==> config.mk <==
export PLATFORM = sky130hd
export DESIGN_NAME = sliding_window_minimum_unit
export DESIGN_NICKNAME = d
export VERILOG_FILES = /design/src/sv/swm_pkg.sv /design/src/sv/sliding_window_minimum_unit.sv /design/src/sv/swm_ram.sv /design/src/sv/swm_front.sv /design/src/sv/swm_queue.sv /design/src/sv/swm_back.sv
export VERILOG_INCLUDE_DIRS = /design/src /design/src/sv
export SDC_FILE = /design/constraint.sdc
export NUM_CORES = 2
export LEC_CHECK = 0
export BUFFER_PORTS_ARGS = -buffer_cell sky130_fd_sc_hd__clkbuf_2
export CORE_AREA = 10 10 655 657
export DETAILED_ROUTE_END_ITERATION = 8
export DIE_AREA = 0 0 665 667
export PLACE_DENSITY_LB_ADDON = 0.12
export SYNTH_ARGS = -nofsm -noshare
export SYNTH_HDL_FRONTEND = slang
export SYNTH_MEMORY_MAX_BITS = 65536
export SYNTH_SLANG_ARGS = --single-unit
export TNS_END_PERCENT = 50
==> constraint.sdc <==
create_clock -name clk_i -period 9.2 [get_ports clk_i]
set_input_delay 0.92 -clock clk_i [delete_from_list [all_inputs] [get_ports clk_i]]
set_output_delay 0.92 -clock clk_i [all_outputs]
set_load 0.01 [all_outputs]
==> src/sv/sliding_window_minimum_unit_macros.svh <==
// ----------------------------------------------------------------------------
// Sliding window minimum unit: assertion macros
// Concurrent assertion shorthands used by the back end (swm_back.sv).
// ----------------------------------------------------------------------------
`ifndef SLIDING_WINDOW_MINIMUM_UNIT_MACROS_SVH
`define SLIDING_WINDOW_MINIMUM_UNIT_MACROS_SVH

// Property that must hold at every clock edge outside reset.
`define SWM_ASSERT(lbl, clk, rstn, expr, msg) \
  lbl: assert property (@(posedge clk) disable iff (!rstn) (expr)) else $error(msg);

// Condition in one cycle implies a condition in the next cycle.
`define SWM_ASSERT_NEXT(lbl, clk, rstn, pre, post, msg) \
  lbl: assert property (@(posedge clk) disable iff (!rstn) (pre) |=> (post)) else $error(msg);

`endif

==> src/sv/swm_pkg.sv <==
// ----------------------------------------------------------------------------
// Sliding window minimum package
// Shared constants for the sliding window minimum unit.
// ----------------------------------------------------------------------------
package swm_pkg;

  // Default sizing
  localparam int unsigned MaxWindowDef   = 256;
  localparam int unsigned SampleWidthDef = 16;

  // Depth of the job queue between front and back end
  localparam int unsigned QueueDepthDef  = 2;

  // Configuration register
  localparam int unsigned WinLenW        = 9;
  localparam logic [WinLenW-1:0] WinLenReset = 9'd1;

  // APB port sizing and register map (index taken from paddr[2])
  localparam int unsigned ApbAddrW       = 3;
  localparam int unsigned ApbDataW       = 32;
  localparam logic        RegWindowLen   = 1'b0;

endpackage

==> src/sv/sliding_window_minimum_unit.sv <==
// Path: an item that gives no result only writes its sample to history in the back
//   end; one that gives a result also walks the history (not for L = 1), passes the
//   finish state and loads the output register, L = window_len clamped to 1..MaxWindow.
// Throughput: a result item walks the single read port of the history RAM one entry per
//   cycle, taking no new item meanwhile; no-result items run at 1/cycle while idle.
// Reset (rst_ni low, async): fill count and write slot clear, window_len = 1,
//   queue and output empty. History RAM is not cleared and needs no sweep.
// ----------------------------------------------------------------------------
// Sliding window minimum unit
// Minimum over the last window_len samples of a signed stream.
// ----------------------------------------------------------------------------
module sliding_window_minimum_unit import swm_pkg::*; #(
  parameter int unsigned MaxWindow   = MaxWindowDef,
  parameter int unsigned SampleWidth = SampleWidthDef,
  parameter int unsigned QueueDepth  = QueueDepthDef
) (
  input  logic                          clk_i,
  input  logic                          rst_ni,

  // APB configuration port
  input  logic                          psel,
  input  logic                          penable,
  input  logic                          pwrite,
  input  logic [ApbAddrW-1:0]           paddr,
  input  logic [ApbDataW-1:0]           pwdata,
  output logic [ApbDataW-1:0]           prdata,
  output logic                          pready,

  // Sample input
  input  logic                          in_valid,
  output logic                          in_ready,
  input  logic signed [SampleWidth-1:0] sample_i,
  input  logic                          stream_start_i,

  // Result output
  output logic                          out_valid,
  input  logic                          out_ready,
  output logic signed [SampleWidth-1:0] window_min_o
);

  localparam int unsigned AddrW = (MaxWindow > 1) ? $clog2(MaxWindow) : 1;
  localparam int unsigned LenW  = $clog2(MaxWindow + 1);
  // Queue word: sample, write slot, effective length, emit flag
  localparam int unsigned JobW  = SampleWidth + AddrW + LenW + 1;

  // --------------------------------------------------------------------------
  // Configuration register. Index is paddr[2]; only index 0 exists, so writes
  // to other words are dropped and read back as zero.
  // --------------------------------------------------------------------------
  logic [WinLenW-1:0] window_len_q;
  logic               reg_sel;
  logic               cfg_write;

  assign pready    = 1'b1;
  assign reg_sel   = (paddr[2] == RegWindowLen);
  assign cfg_write = psel && penable && pwrite && pready && reg_sel;

  always_ff @(posedge clk_i or negedge rst_ni) begin
    if (!rst_ni) begin
      window_len_q <= WinLenReset;
    end else if (cfg_write) begin
      window_len_q <= pwdata[WinLenW-1:0];
    end
  end

  assign prdata = reg_sel ? ApbDataW'(window_len_q) : '0;

  // --------------------------------------------------------------------------
  // Front end: accepts an item per cycle when the queue has room, stamps it
  // with its history slot and effective window, and decides whether the
  // window is full enough to give a result.
  // --------------------------------------------------------------------------
  logic                          job_valid;
  logic                          job_ready;
  logic signed [SampleWidth-1:0] job_sample;
  logic [AddrW-1:0]              job_slot;
  logic [LenW-1:0]               job_len;
  logic                          job_emit;

  swm_front #(
    .MaxWindow   (MaxWindow),
    .SampleWidth (SampleWidth)
  ) u_front (
    .clk_i          (clk_i),
    .rst_ni         (rst_ni),
    .window_len_i   (window_len_q),
    .in_valid_i     (in_valid),
    .in_ready_o     (in_ready),
    .sample_i       (sample_i),
    .stream_start_i (stream_start_i),
    .job_valid_o    (job_valid),
    .job_ready_i    (job_ready),
    .job_sample_o   (job_sample),
    .job_slot_o     (job_slot),
    .job_len_o      (job_len),
    .job_emit_o     (job_emit)
  );

  // --------------------------------------------------------------------------
  // Job queue: decouples intake from the scan so the front keeps taking
  // items while the back end walks the history.
  // --------------------------------------------------------------------------
  logic [JobW-1:0] q_in_data;
  logic [JobW-1:0] q_out_data;
  logic            q_out_valid;
  logic            q_out_ready;

  assign q_in_data = {job_sample, job_slot, job_len, job_emit};

  swm_queue #(
    .DataW (JobW),
    .Depth (QueueDepth)
  ) u_queue (
    .clk_i        (clk_i),
    .rst_ni       (rst_ni),
    .push_valid_i (job_valid),
    .push_ready_o (job_ready),
    .push_data_i  (q_in_data),
    .pop_valid_o  (q_out_valid),
    .pop_ready_i  (q_out_ready),
    .pop_data_o   (q_out_data)
  );

  // --------------------------------------------------------------------------
  // Back end: writes each item's sample to history in queue order, then for
  // items that give a result reads the older job_len - 1 entries one per
  // cycle and keeps the running minimum. The result sits in an output
  // register until taken.
  // --------------------------------------------------------------------------
  logic signed [SampleWidth-1:0] bk_sample;
  logic [AddrW-1:0]              bk_slot;
  logic [LenW-1:0]               bk_len;
  logic                          bk_emit;

  assign {bk_sample, bk_slot, bk_len, bk_emit} = q_out_data;

  swm_back #(
    .MaxWindow   (MaxWindow),
    .SampleWidth (SampleWidth)
  ) u_back (
    .clk_i        (clk_i),
    .rst_ni       (rst_ni),
    .job_valid_i  (q_out_valid),
    .job_ready_o  (q_out_ready),
    .job_sample_i (bk_sample),
    .job_slot_i   (bk_slot),
    .job_len_i    (bk_len),
    .job_emit_i   (bk_emit),
    .out_valid_o  (out_valid),
    .out_ready_i  (out_ready),
    .window_min_o (window_min_o)
  );

endmodule

==> src/sv/swm_ram.sv <==
// ----------------------------------------------------------------------------
// Generic RAM
// One write port, one read port, registered read data.
// ----------------------------------------------------------------------------
module swm_ram #(
  parameter int unsigned Width = 16,
  parameter int unsigned Depth = 256,
  localparam int unsigned AddrW = (Depth > 1) ? $clog2(Depth) : 1
) (
  input  logic             clk_i,
  input  logic             we_i,
  input  logic [AddrW-1:0] waddr_i,
  input  logic [Width-1:0] wdata_i,
  input  logic             re_i,
  input  logic [AddrW-1:0] raddr_i,
  output logic [Width-1:0] rdata_o
);

  logic [Width-1:0] mem_q [Depth];
  logic [Width-1:0] rdata_q;

  always_ff @(posedge clk_i) begin
    if (we_i) begin
      mem_q[waddr_i] <= wdata_i;
    end
    if (re_i) begin
      rdata_q <= mem_q[raddr_i];
    end
  end

  assign rdata_o = rdata_q;

endmodule

==> src/sv/swm_front.sv <==
// ----------------------------------------------------------------------------
// Sliding window minimum front end
// Takes samples, tracks write slot and fill count, classifies each item.
// ----------------------------------------------------------------------------
module swm_front import swm_pkg::*; #(
  parameter int unsigned MaxWindow   = MaxWindowDef,
  parameter int unsigned SampleWidth = SampleWidthDef,
  localparam int unsigned AddrW = (MaxWindow > 1) ? $clog2(MaxWindow) : 1,
  localparam int unsigned LenW  = $clog2(MaxWindow + 1)
) (
  input  logic                          clk_i,
  input  logic                          rst_ni,
  input  logic [WinLenW-1:0]            window_len_i,
  input  logic                          in_valid_i,
  output logic                          in_ready_o,
  input  logic signed [SampleWidth-1:0] sample_i,
  input  logic                          stream_start_i,
  output logic                          job_valid_o,
  input  logic                          job_ready_i,
  output logic signed [SampleWidth-1:0] job_sample_o,
  output logic [AddrW-1:0]              job_slot_o,
  output logic [LenW-1:0]               job_len_o,
  output logic                          job_emit_o
);

  localparam logic [LenW-1:0]  MaxLen  = LenW'(MaxWindow);
  localparam logic [AddrW-1:0] LastSlot = AddrW'(MaxWindow - 1);

  logic [AddrW-1:0] slot_q, slot_d;
  logic [LenW-1:0]  fill_q, fill_d;
  logic [LenW-1:0]  fill_base;
  logic [LenW-1:0]  eff_len;
  logic             accept;

  // Effective window: zero acts as one, clamp at the history depth.
  always_comb begin
    if (window_len_i == '0) begin
      eff_len = LenW'(1);
    end else if (32'(window_len_i) > 32'(MaxWindow)) begin
      eff_len = MaxLen;
    end else begin
      eff_len = LenW'(window_len_i);
    end
  end

  assign accept = in_valid_i & in_ready_o;

  always_comb begin
    fill_base = stream_start_i ? '0 : fill_q;
    fill_d    = (fill_base < MaxLen) ? fill_base + LenW'(1) : fill_base;
    slot_d    = (slot_q == LastSlot) ? '0 : slot_q + AddrW'(1);
  end

  always_ff @(posedge clk_i or negedge rst_ni) begin
    if (!rst_ni) begin
      slot_q <= '0;
      fill_q <= '0;
    end else if (accept) begin
      slot_q <= slot_d;
      fill_q <= fill_d;
    end
  end

  assign in_ready_o   = job_ready_i;
  assign job_valid_o  = in_valid_i;
  assign job_sample_o = sample_i;
  assign job_slot_o   = slot_q;
  assign job_len_o    = eff_len;
  assign job_emit_o   = (fill_d >= eff_len);

endmodule

==> src/sv/swm_queue.sv <==
// ----------------------------------------------------------------------------
// Sliding window minimum job queue
// Small register FIFO between front and back end.
// ----------------------------------------------------------------------------
module swm_queue import swm_pkg::*; #(
  parameter int unsigned DataW = 8,
  parameter int unsigned Depth = QueueDepthDef,
  localparam int unsigned PtrW = (Depth > 1) ? $clog2(Depth) : 1,
  localparam int unsigned CntW = $clog2(Depth + 1)
) (
  input  logic             clk_i,
  input  logic             rst_ni,
  input  logic             push_valid_i,
  output logic             push_ready_o,
  input  logic [DataW-1:0] push_data_i,
  output logic             pop_valid_o,
  input  logic             pop_ready_i,
  output logic [DataW-1:0] pop_data_o
);

  localparam logic [PtrW-1:0] LastPtr = PtrW'(Depth - 1);

  logic [DataW-1:0] entry_q [Depth];
  logic [PtrW-1:0]  wr_ptr_q, rd_ptr_q;
  logic [CntW-1:0]  count_q;
  logic             push, pop;

  assign push_ready_o = (count_q != CntW'(Depth));
  assign pop_valid_o  = (count_q != '0);
  assign push         = push_valid_i & push_ready_o;
  assign pop          = pop_valid_o & pop_ready_i;
  assign pop_data_o   = entry_q[rd_ptr_q];

  always_ff @(posedge clk_i) begin
    if (push) begin
      entry_q[wr_ptr_q] <= push_data_i;
    end
  end

  always_ff @(posedge clk_i or negedge rst_ni) begin
    if (!rst_ni) begin
      wr_ptr_q <= '0;
      rd_ptr_q <= '0;
      count_q  <= '0;
    end else begin
      if (push) begin
        wr_ptr_q <= (wr_ptr_q == LastPtr) ? '0 : wr_ptr_q + PtrW'(1);
      end
      if (pop) begin
        rd_ptr_q <= (rd_ptr_q == LastPtr) ? '0 : rd_ptr_q + PtrW'(1);
      end
      if (push && !pop) begin
        count_q <= count_q + CntW'(1);
      end else if (pop && !push) begin
        count_q <= count_q - CntW'(1);
      end
    end
  end

endmodule

==> src/sv/swm_back.sv <==
// ----------------------------------------------------------------------------
// Sliding window minimum back end
// Stores each sample, scans the window in history, holds the result.
// ----------------------------------------------------------------------------
`include "sliding_window_minimum_unit_macros.svh"

module swm_back import swm_pkg::*; #(
  parameter int unsigned MaxWindow   = MaxWindowDef,
  parameter int unsigned SampleWidth = SampleWidthDef,
  localparam int unsigned AddrW = (MaxWindow > 1) ? $clog2(MaxWindow) : 1,
  localparam int unsigned LenW  = $clog2(MaxWindow + 1)
) (
  input  logic                          clk_i,
  input  logic                          rst_ni,
  input  logic                          job_valid_i,
  output logic                          job_ready_o,
  input  logic signed [SampleWidth-1:0] job_sample_i,
  input  logic [AddrW-1:0]              job_slot_i,
  input  logic [LenW-1:0]               job_len_i,
  input  logic                          job_emit_i,
  output logic                          out_valid_o,
  input  logic                          out_ready_i,
  output logic signed [SampleWidth-1:0] window_min_o
);

  localparam logic [1:0] ST_IDLE = 2'd0;
  localparam logic [1:0] ST_SCAN = 2'd1;
  localparam logic [1:0] ST_FIN  = 2'd2;

  localparam logic [AddrW-1:0] LastSlot = AddrW'(MaxWindow - 1);

  logic [1:0]                    state_q, state_d;
  logic signed [SampleWidth-1:0] best_q, best_d;
  logic [AddrW-1:0]              addr_q, addr_d;
  logic [AddrW-1:0]              slot_q, slot_d;
  logic [LenW-1:0]               left_q, left_d;
  logic                          pend_q, pend_d;
  logic                          out_valid_q, out_valid_d;
  logic signed [SampleWidth-1:0] out_min_q, out_min_d;

  logic                          pop;
  logic                          issue;
  logic                          out_free;
  logic [AddrW-1:0]              prev_slot;
  logic [SampleWidth-1:0]        rdata;
  logic signed [SampleWidth-1:0] cand;

  swm_ram #(
    .Width (SampleWidth),
    .Depth (MaxWindow)
  ) u_history (
    .clk_i   (clk_i),
    .we_i    (pop),
    .waddr_i (job_slot_i),
    .wdata_i (job_sample_i),
    .re_i    (issue),
    .raddr_i (addr_q),
    .rdata_o (rdata)
  );

  assign job_ready_o = (state_q == ST_IDLE);
  assign pop         = job_valid_i & job_ready_o;
  assign issue       = (state_q == ST_SCAN) && (left_q != '0);
  assign out_free    = !out_valid_q || out_ready_i;
  assign prev_slot   = (job_slot_i == '0) ? LastSlot : job_slot_i - AddrW'(1);
  assign cand        = $signed(rdata);

  always_comb begin
    state_d     = state_q;
    best_d      = best_q;
    addr_d      = addr_q;
    slot_d      = slot_q;
    left_d      = left_q;
    pend_d      = 1'b0;
    out_valid_d = out_valid_q && !out_ready_i;
    out_min_d   = out_min_q;

    case (state_q)
      ST_IDLE: begin
        if (pop && job_emit_i) begin
          best_d = job_sample_i;
          slot_d = job_slot_i;
          if (job_len_i == LenW'(1)) begin
            state_d = ST_FIN;
          end else begin
            addr_d  = prev_slot;
            left_d  = job_len_i - LenW'(1);
            state_d = ST_SCAN;
          end
        end
      end
      ST_SCAN: begin
        if (issue) begin
          addr_d = (addr_q == '0) ? LastSlot : addr_q - AddrW'(1);
          left_d = left_q - LenW'(1);
          pend_d = 1'b1;
        end
        if (pend_q && (cand < best_q)) begin
          best_d = cand;
        end
        if (!issue && pend_q) begin
          state_d = ST_FIN;
        end
      end
      ST_FIN: begin
        if (out_free) begin
          out_valid_d = 1'b1;
          out_min_d   = best_q;
          state_d     = ST_IDLE;
        end
      end
      default: begin
        state_d = ST_IDLE;
      end
    endcase
  end

  always_ff @(posedge clk_i or negedge rst_ni) begin
    if (!rst_ni) begin
      state_q     <= ST_IDLE;
      pend_q      <= 1'b0;
      out_valid_q <= 1'b0;
    end else begin
      state_q     <= state_d;
      pend_q      <= pend_d;
      out_valid_q <= out_valid_d;
    end
  end

  always_ff @(posedge clk_i) begin
    best_q    <= best_d;
    addr_q    <= addr_d;
    slot_q    <= slot_d;
    left_q    <= left_d;
    out_min_q <= out_min_d;
  end

  assign out_valid_o  = out_valid_q;
  assign window_min_o = out_min_q;

  // The scan never reaches back to the slot of the item being worked on.
  `SWM_ASSERT(a_scan_no_self, clk_i, rst_ni, !(issue && addr_q == slot_q), "scan wrapped onto own slot")
  // A compare is pending only while scanning.
  `SWM_ASSERT(a_pend_in_scan, clk_i, rst_ni, !(pend_q && state_q != ST_SCAN), "stray read compare")
  // Finishing with a free output register delivers the result next cycle.
  `SWM_ASSERT_NEXT(a_fin_load, clk_i, rst_ni, state_q == ST_FIN && out_free, out_valid_q && state_q == ST_IDLE, "result not loaded")

endmodule

==> results.md <==
- The initial antenna violation count is 48.
- The post-CTS setup buffer count is 0.
- The delay of the slowest cell on the worst path is 1.13 ns.
- Walking the worst path, the cells encountered are buf_4, nand2b_2, buf_4, nor2_1, a22oi_1, o22ai_1, a311oi_1, o21ai_0, o311a_1.
- The global route total overflow is 0.
- The final clock period utilization by the worst path is 0.580.
- The total count of hold-check failures in the final report is 0.
- The power density over cell area is 222 nW/µm².
- The sequential fraction of the synthesis area is 0.772.
- The filler cell count in the final layout is 35000.
- The post-layout total power is 41.9 mW.
- After floorplanning, the core was divided into 237 placement rows.
- Measured on the finished design, the core utilization comes to 0.454.
- The wire length per cell is 36.4 µm.
- The number of top-level design ports is 110.
- The number of port buffers is 60.
- Counting instances in the post-synthesis netlist gives the leading cell types as edfxtp_1 (4229), mux4_2 (869), mux2i_1 (390).
- The finished cells cover 188000 µm².
- Setup repair after global routing left no endpoint under its margin.
- In this run the remaining antenna-violating nets after routing total 0.
- The number of max-capacitance violations reported is 1.
- After detailed routing, the total wire length is 516000 µm.
- Entering global routing, the biggest net connects 166 pins.
- For this run, the top clock speed supported by timing is 188 MHz.
- After detailed placement, the total cell area comes to 174000 µm².
- In this run, CTS created clock tree buffers numbering 451.
- The final reports fail on capacitance limit.
- The worst setup path is launched from a flop.
- The H-tree depth is 5.
- The combined global-route utilization of all metal layers is 0.226.
- The standard cell with the maximum stage delay on the critical path is edfxtp_1.
- The initial cell density of the core is 0.398.
- TritonCTS built the clock tree.
- Using the TritonRoute via totals, the vias-per-cell ratio works out to 5.92.
- In the final layout, the share of cells above drive strength 1 is 0.256.
- The root buffer selected by CTS is clkbuf_16.
- Data on the critical path is required at its endpoint by 9.94 ns.
- At the pin with the least slew margin, the transition time is 1.47 ns.
- Summing all multi-input logic gate instances after layout gives 35700 µm².
- The first detailed-routing pass ran for 5 iterations.
- The run finished, with violations left.
- The max-slew violation total from the final report is 0.
- The critical path is of the reg -> reg type.
- The via count is 83900.
- Counting flops with an async set or reset pin after synthesis yields a share of 0.00798.
- The final layout contains 8392 nets.
- The die boundary height is 667 µm.
- The family with the most delay on the worst path is compound AO/OA/AOI/OAI gates.
- The synthesized design spends more area on one cell type than any other, namely edfxtp_1.
- The area growth from synthesis to layout is 13.9%.
- In this run the standard cell core region covers 415000 µm².
- The final weighted congestion of routability-driven global placement is 0.815.
- The HPWL after detailed placement is 303000 µm.
- Synthesis handed over a netlist of 7856 instances.
- Yosys mapped the design onto 74 distinct sky130hd cell types.
- After synthesis the netlist holds a flip-flop and latch count of 4263.
- The floorplan die area is 444000 µm².
- Across all hold checks on the routed design, the worst slack comes to 0.0871 ns.
- The first-pass GRT wire length is 703000 µm.
- The normalized max-slew margin is 0.0158.
- After clock tree synthesis, the clock-pin slew on the worst setup and hold paths is 0.06 ns.
- The worst-case clock buffer depth is 4.
- By instance count, the leading cell after synthesis is edfxtp_1.
- The yosys synthesis warning count is 0.
- Summing all flip-flop and latch instances after layout gives 128000 µm².
- Setup violations remaining at the end of the flow were counted as 0.
- The clock net in this run drives a total of 4263 sinks.
- After detailed routing, the number of remaining DRC violations is 0.
- The final critical path time including I/O delays and setup is 5.33 ns.
- After clock tree synthesis, the repair step resized 0 gates.
- The via count of the first global-routing pass is 83800.
- At the worst endpoint, the arrival time is 6.08 ns.
- Ranked by total cell area, the synthesized netlist is headed by edfxtp_1 (77%), mux4_2 (12%), mux2i_1 (2.4%).
- The share of synthesized area in the top cell type comes to 0.767.
- The critical path's most frequent cell is buf_4.
- The accumulated negative setup slack is 0 ns.
- VDD sags by at most 0.000160 V.
- The number of enable-type register cells in the synthesized netlist is 4229.
- The width of the chip is 665 µm.
- The number of DRC markers after the initial detailed-route iteration is 10900.
- For the final database, setup skew stands at 0.0519 ns.
- After synthesis the cells add up to 166000 µm².
- Clock latency on the worst-skew pair, taken at its later pin, is 1.01 ns.
- STA classifies the critical path endpoint as a flop.
- The worst min-delay path category is in -> async.
- The biggest fanout along the worst timing path is 19.
- The leakage component of the power is 57.9 nW.
- The average instance area after synthesis is 21.1 µm².
- The critical path contains buffers and inverters numbering 2 combined.
- Buffers inserted to repair hold after CTS numbered 0.
- For this run, the leading register cell type out of synthesis is edfxtp_1.
placed cells by master, fill, tap and decap left out, types with 30 or more instances in the layout:
cell,Yosys,routed
o221ai_1,60,60
mux4_2,869,869
dfrtp_1,33,32
clkbuf_16,0,458
clkinv_2,0,86
a22oi_1,165,165
buf_4,87,348
nor2_2,0,153
o21ai_0,68,67
bufinv_16,0,41
mux2i_1,390,390
edfxtp_1,4229,4229
clkbuf_1,180,96
clkinv_1,5,111
nor2_1,359,203
a221oi_1,48,48
and3_1,31,30
a211oi_1,40,40
nand2_1,225,224
ha_1,37,37
nand3_1,83,67
mux2_2,83,67
inv_1,35,34
a21oi_1,133,133
clkbuf_2,0,60
o22ai_1,93,93
where the power goes:
part           switching, mW  total [mW]  internal (mW)
Clock                   7.63        17.9           10.3
Combinational           1.51        1.70          0.193
Sequential            0.0700        22.3           22.3
Total                   9.21        41.9           32.7
flip-flops by register name (all words and copies together), names as in the netlist:
signal and count:
u_back.u_history.mem_q 4096, u_queue.entry_q 68, u_back.best_q 16, u_back.u_history.rdata_o 16, u_back.window_min_o 16, u_back.left_q 9, u_front.fill_q 9, window_len_q 9
u_back.addr_q 8, u_front.job_slot_o 8, u_back.state_q 2, u_queue.count_q 2, u_back.out_valid_o 1, u_back.pend_q 1, u_queue.rd_ptr_q 1, u_queue.wr_ptr_q 1
per-stage QoR:
stage	setup slack, ns	instances
2_1_floorplan	5.34	7878
3_3_place_gp	3.90	13300
3_5_place_dp	3.94	13300
4_1_cts	3.94	14200
5_1_grt	3.70	14200
6_report	3.87	14200
cell type report:
cell class                      instances  share of cell area
Antenna cell                           11            0.000146
Clock buffer                          555              0.0628
Clock inverter                        270              0.0136
Inverter                               42            0.000903
Multi-Input combinational cell       3102               0.189
Sequential cell                      4263               0.678
Tap cell                             5497              0.0365
Timing Repair Buffer                  436              0.0184
path summary, 6_finish.rpt:
check / slack, ns / cells after the start / start / to
max: 3.87 / 9 / u_back.addr_q[5] / u_back.u_history.rdata_o[8]
min: 0.09 / 1 / rst_ni / u_front.fill_q[5]
max reg2reg: 3.87 / 9 / u_back.addr_q[5] / u_back.u_history.rdata_o[8]
min reg2reg: 0.45 / 0 / u_back.best_q[11] / u_back.window_min_o[11]
max in group asynchronous: 8.43 / 1 / rst_ni / u_queue.rd_ptr_q
min in group clk_i: 0.12 / 1 / sample_i[13] / u_queue.entry_q[0][31]
worst register-to-register path, cell delays in order (launching register included):
cell and delay [ns]:
edfxtp_1 1.13, buf_4 0.71, nand2b_2 0.27, buf_4 0.47
nor2_1 0.53, a22oi_1 0.28, o22ai_1 0.19, a311oi_1 0.64
o21ai_0 0.57, o311a_1 0.31
logic make-up after synthesis:
family | Yosys count | share of synthesized area
flops | 4263 | 0.772
mux | 1342 | 0.147
simple gates | 845 | 0.0225
compound gates | 814 | 0.0349
buf+inv | 513 | 0.0178
xor+xnor | 40 | 0.00212
fa+ha+maj | 37 | 0.00280
other cells | 2 | 0.0000454
metal layers:
| layer | GRT usage | vias to the layer above | part of all wire |
|---|---|---|---|
| li1 | - | 33800 | - |
| met1 | 0.316 | 45800 | 0.41 |
| met2 | 0.365 | 3632 | 0.47 |
| met3 | 0.0392 | 712 | 0.079 |
| met4 | 0.0685 | 4 | 0.034 |
| met5 | 0 | - | 0.000066 |
Note: power is estimated with default switching activity, not from simulation.
